$ cat src/rtl/sia_pkg.sv
// shared types and constants for the sorted insert array
`default_nettype none
package sia_pkg;

  localparam int CAPACITY    = 64;
  localparam int VALUE_WIDTH = 32;
  localparam int POS_W       = 6;
  localparam int CNT_W       = $clog2(CAPACITY + 1);
  localparam int IN_DATA_W   = ((VALUE_WIDTH + POS_W + 7) / 8) * 8;
  localparam int OUT_DATA_W  = ((VALUE_WIDTH + CNT_W + 7) / 8) * 8;

  typedef enum logic [1:0] {
    CMD_INSERT = 2'd0,
    CMD_READ   = 2'd1,
    CMD_REMOVE = 2'd2
  } cmd_t;

  typedef enum logic [1:0] {
    ST_OK     = 2'd0,
    ST_FULL   = 2'd1,
    ST_BADPOS = 2'd2
  } status_t;

  // broadcast from the controller to every cell
  typedef struct packed {
    logic                   ins_en;
    logic                   rem_en;
    logic [VALUE_WIDTH-1:0] item;
    logic [CNT_W-1:0]       pos;
    logic [CNT_W-1:0]       count;
  } cell_ctl_t;

endpackage
`default_nettype wire

$ cat src/rtl/sia_cell.sv
// one storage cell of the sorted array, shifting with its neighbors
`default_nettype none
module sia_cell (
  input  wire logic                            clk,
  input  wire sia_pkg::cell_ctl_t              ctl_i,
  input  wire logic [sia_pkg::CNT_W-1:0]       idx_i,
  input  wire logic [sia_pkg::VALUE_WIDTH-1:0] left_val_i,
  input  wire logic                            left_gt_i,
  input  wire logic [sia_pkg::VALUE_WIDTH-1:0] right_val_i,
  output logic      [sia_pkg::VALUE_WIDTH-1:0] val_o,
  output logic                                 gt_o,
  output logic      [sia_pkg::VALUE_WIDTH-1:0] rd_o
);
  import sia_pkg::*;

  logic [VALUE_WIDTH-1:0] val_r;
  logic [VALUE_WIDTH-1:0] val_nxt;
  logic                   in_use;

  assign in_use = idx_i < ctl_i.count;
  // valid cells greater than the new item form a contiguous upper run
  assign gt_o   = in_use && (val_r > ctl_i.item);
  assign val_o  = val_r;
  assign rd_o   = (idx_i == ctl_i.pos) ? val_r : '0;

  always_comb begin
    val_nxt = val_r;
    if (ctl_i.ins_en) begin
      if (left_gt_i) begin
        val_nxt = left_val_i;
      end else if (gt_o || (idx_i == ctl_i.count)) begin
        val_nxt = ctl_i.item;
      end
    end else if (ctl_i.rem_en) begin
      if (idx_i >= ctl_i.pos) begin
        val_nxt = right_val_i;
      end
    end
  end

  always_ff @(posedge clk) begin
    val_r <= val_nxt;
  end

endmodule
`default_nettype wire

$ cat config.mk
export PLATFORM = sky130hd
export DESIGN_NAME = sia_cell
export DESIGN_NICKNAME = d
export VERILOG_FILES = /design/src/rtl/sia_pkg.sv /design/src/rtl/sia_cell.sv
export SDC_FILE = /design/constraint.sdc
export NUM_CORES = 1
export LEC_CHECK = 0
export BUFFER_PORTS_ARGS = -buffer_cell sky130_fd_sc_hd__clkbuf_2
export CAP_MARGIN = 40
export CORE_ASPECT_RATIO = 0.75
export CORE_UTILIZATION = 35
export DETAILED_ROUTE_END_ITERATION = 12
export PLACE_DENSITY_LB_ADDON = 0.15
export SKIP_LAST_GASP = 1
export SLEW_MARGIN = 10
export SYNTH_ARGS = -nofsm -noshare
export SYNTH_HDL_FRONTEND = slang
export SYNTH_SLANG_ARGS = --single-unit
$ cat constraint.sdc
create_clock -name clk -period 3.2 [get_ports clk]
set_input_delay 0.16 -clock clk [delete_from_list [all_inputs] [get_ports clk]]
set_output_delay 0.16 -clock clk [all_outputs]
set_load 0.005 [all_outputs]
==> flow_summary.json <==
{
  "power.combinational.fraction_pct": 29.3,
  "p_int_mw": 0.997,
  "status": "complete, no violations",
  "setup_slack_ns": 0.637,
  "clkPwrFrac_pct": 31.0,
  "regToRegEndpoint": "val_o[22]$_DFFE_PP_",
  "worst_ep_required_time_ns": 3.20,
  "setup_viol": 0,
  "number_of_routed_nets_with_antenna_violations": 0,
  "tritoncts": "done",
  "largest_reg_flops": 32,
  "cp-end-kind": "flip-flop",
  "floorplan.core_area_um2": 8090,
  "drv_slew": 0,
  "route.detailed.wl_per_inst_um": 13.5,
  "grt_antenna_before_repair": 0,
  "p_leak_nw": 2.29,
  "cts.root.buffer_cell": "sky130_fd_sc_hd__clkbuf_16",
  "clk_latency_ns": 0.27,
  "hold-path-endpoint": "val_o[26]$_DFFE_PP_",
  "gpl.final_weighted_congestion": 0.775,
  "io_buffers": 185,
  "layoutNonFillerInstCount": 625,
  "routed_via_density": 4.80,
  "arrival_ns": 2.57,
  "pwrdens_nw_per_um2": 335,
  "drc_violation_count_after_routing": 0,
  "netlist_instances": 337,
  "worstHoldStart": "right_val_i[26]",
  "synth_top_cells_by_area": "sky130_fd_sc_hd__edfxtp_1 32%, sky130_fd_sc_hd__ha_1 19%, sky130_fd_sc_hd__mux2i_1 11%, sky130_fd_sc_hd__a21oi_1 7.9%, sky130_fd_sc_hd__and2_1 6.5%",
  "numCtsBuffers": 5,
  "seq_power_share_pct": 39.6,
  "area.growth.synth_to_final_pct": 39.2,
  "dieWidth_um": 109,
  "place_worst_setup_slack_ns": 0.508,
  "post_cts_resize_count": 0,
  "cp_max_fo": 18,
  "finalHoldViolations": 0,
  "vias": 2998,
  "layout_nets": 687,
  "num_io_pins": 186,
  "worst_hold_path_type": "in2reg",
  "post_cts_buffers": 0,
  "total_global_routing_overflow": 0,
  "floorplan.initialDensity_pct": 37.0,
  "worst_hold_path.num_cells": 3,
  "avgSynthCellArea_um2": 8.88,
  "synth_area_leader_cell": "sky130_fd_sc_hd__edfxtp_1",
  "die-area_um2": 8920,
  "fp.dieH_um": 82.1,
  "grt_first_pass_wirelength_um": 12800,
  "synth_seq_cells": 32,
  "dp_hpwl_um": 7060,
  "worstRegToRegCells": 8,
  "finalWorstPathRequiredPeriod_ns": 2.56,
  "cp-start-kind": "flip-flop",
  "synth_top_area_share_pct": 32.1,
  "grt_setup_unrepaired": "no",
  "fin_setup_tns_ns": 0,
  "clk_transition_reported_paths_ns": 0.05,
  "peak_ir_drop_on_the_vdd_network_mv": 0.199,
  "largest_net_degree_at_the_start_of_global_routing": 37,
  "post_synth_num_cell_types": 33,
  "first_global_vias": 2735,
  "antenna_cells": 0,
  "drv_cap": 0,
  "sw_frac_of_total_pct": 28.6,
  "cts.sinks": 32,
  "post_cts_hold_buffer_count": 0,
  "routed_wirelength_um": 8430,
  "cts-root-to-sink-buffers": 2,
  "net-switching-power_mw": 0.399,
  "htree_levels": 2,
  "finClkSkew_ns": 0.00598,
  "rrSetupSlack_ns": 0.64,
  "max_freq_ghz": 0.390,
  "fraction_of_layout_instances_using_a_drive_strength_above_1_pct": 38.1,
  "drt_pre_antenna_iters": 4,
  "drtIter0Drc": 99,
  "synth.yosys.warnings": 0,
  "syn-num-nets": 504,
  "finalCritPeriodShare_pct": 80.1,
  "worst_tran_pin_value_ns": 0.697,
  "power_mw": 1.40,
  "setup.worst_path.class": "reg2reg",
  "dpl.cell_count": 618,
  "track_usage_pct": 18.6,
  "core.rowCount": 28,
  "ys_seq_area_share_pct": 32.1,
  "slew_headroom_pct": 52.4,
  "syn-cell-area_um2": 2990,
  "r2r_start": "val_o[17]$_DFFE_PP_"
}
through the flow:
stage / util, % / hold WS (ns) / instance area, um^2
finish: 51.5 / 0.208 / 4170
global route: 51.5 / 0.224 / 4170
CTS: 51.5 / 0.202 / 4170
detailed placement: 49.8 / 0.483 / 4030
global placement: 49.8 / 0.488 / 4030
floorplan: - / 0.386 / 2990
cells in the final DEF, fill, tap and decap left out, types with 8 or more instances in the layout:
cell,synthesis,layout
sky130_fd_sc_hd__a21oi_1,47,47
sky130_fd_sc_hd__nor2_1,35,34
sky130_fd_sc_hd__inv_1,46,46
sky130_fd_sc_hd__clkbuf_2,0,185
sky130_fd_sc_hd__mux2i_1,32,32
sky130_fd_sc_hd__ha_1,46,46
sky130_fd_sc_hd__and2_1,31,31
sky130_fd_sc_hd__nand4_1,8,8
sky130_fd_sc_hd__o21ai_0,8,8
sky130_fd_sc_hd__nand2_1,8,8
sky130_fd_sc_hd__edfxtp_1,32,32
worst max-delay path: stages (launching register included):
cell and delay, ns:
sky130_fd_sc_hd__edfxtp_1 0.40, sky130_fd_sc_hd__ha_1 0.31, sky130_fd_sc_hd__a21o_1 0.18, sky130_fd_sc_hd__a221o_1 0.35, sky130_fd_sc_hd__a221oi_2 0.27, sky130_fd_sc_hd__nand3_1 0.11
sky130_fd_sc_hd__o221a_1 0.27, sky130_fd_sc_hd__o22a_1 0.19, sky130_fd_sc_hd__buf_4 0.22
per-layer routing:
metal | vias up | GRT usage [%] | share of wire, %
li1 | 1556 | - | -
met1 | 1320 | 25.9 | 47
met2 | 118 | 30.6 | 45
met3 | 4 | 3.02 | 6.7
met4 | 0 | 3.38 | 0.71
met5 | - | 0 | 0
cells in the mapped netlist, drive strengths merged:
cell and instances:
a21boi 1, a221oi 2, ha 46, or4 1, mux2i 32, buf 5, nand2b 1, nand4 8
inv 46, nand3 5, a21oi 47, and3 1, nor2 35, a21o 1, a2111oi 1, o21ai 8
o211ai 2, a31oi 1, edfxtp 32, nor2b 4, clkbuf 9, and2 32, and4 3, nand2 8
a221o 1, a2111o 1, o221a 1, nor3 2, o22a 1
cell type report:
| type | count | area, um^2 |
|---|---|---|
| inverter | 46 | 173 |
| sequential | 32 | 961 |
| fill | 811 | 3930 |
| multi-input combinational | 245 | 1800 |
| clock inverter | 2 | 7.51 |
| timing repair buffer | 190 | 963 |
| tap | 105 | 131 |
| clock buffer | 5 | 125 |
logic make-up after synthesis:
group           Yosys count  share of synthesized area [%]
buf+inv                  60                           7.65
flops                    32                           32.1
simple gates            100                           17.4
fa+ha+maj                46                           19.2
mux                      32                           10.7
compound gates           67                           12.9
how the worst max path moves through the flow:
stage	depth (start not counted)	start	to	slack, ns
after global routing	8	val_o[29]$_DFFE_PP_	val_o[22]$_DFFE_PP_	0.46
after floorplan	7	val_o[31]$_DFFE_PP_	val_o[0]$_DFFE_PP_	0.36
final	8	val_o[17]$_DFFE_PP_	val_o[22]$_DFFE_PP_	0.64
after CTS	8	val_o[30]$_DFFE_PP_	val_o[22]$_DFFE_PP_	0.58
after global placement	8	val_o[17]$_DFFE_PP_	val_o[28]$_DFFE_PP_	0.70
after detailed placement	10	ctl_i[1]	val_o[26]$_DFFE_PP_	0.51
power by group through the flow:
stage	clock network (mW)	registers [mW]	logic, mW
global route	0.461	0.560	0.465
detailed placement	0	0.563	0.413
finish	0.433	0.554	0.409
CTS	0.446	0.554	0.415
global placement	0	0.560	0.407
floorplan	0	0.559	0.216
(Power assumes the default switching activity.)
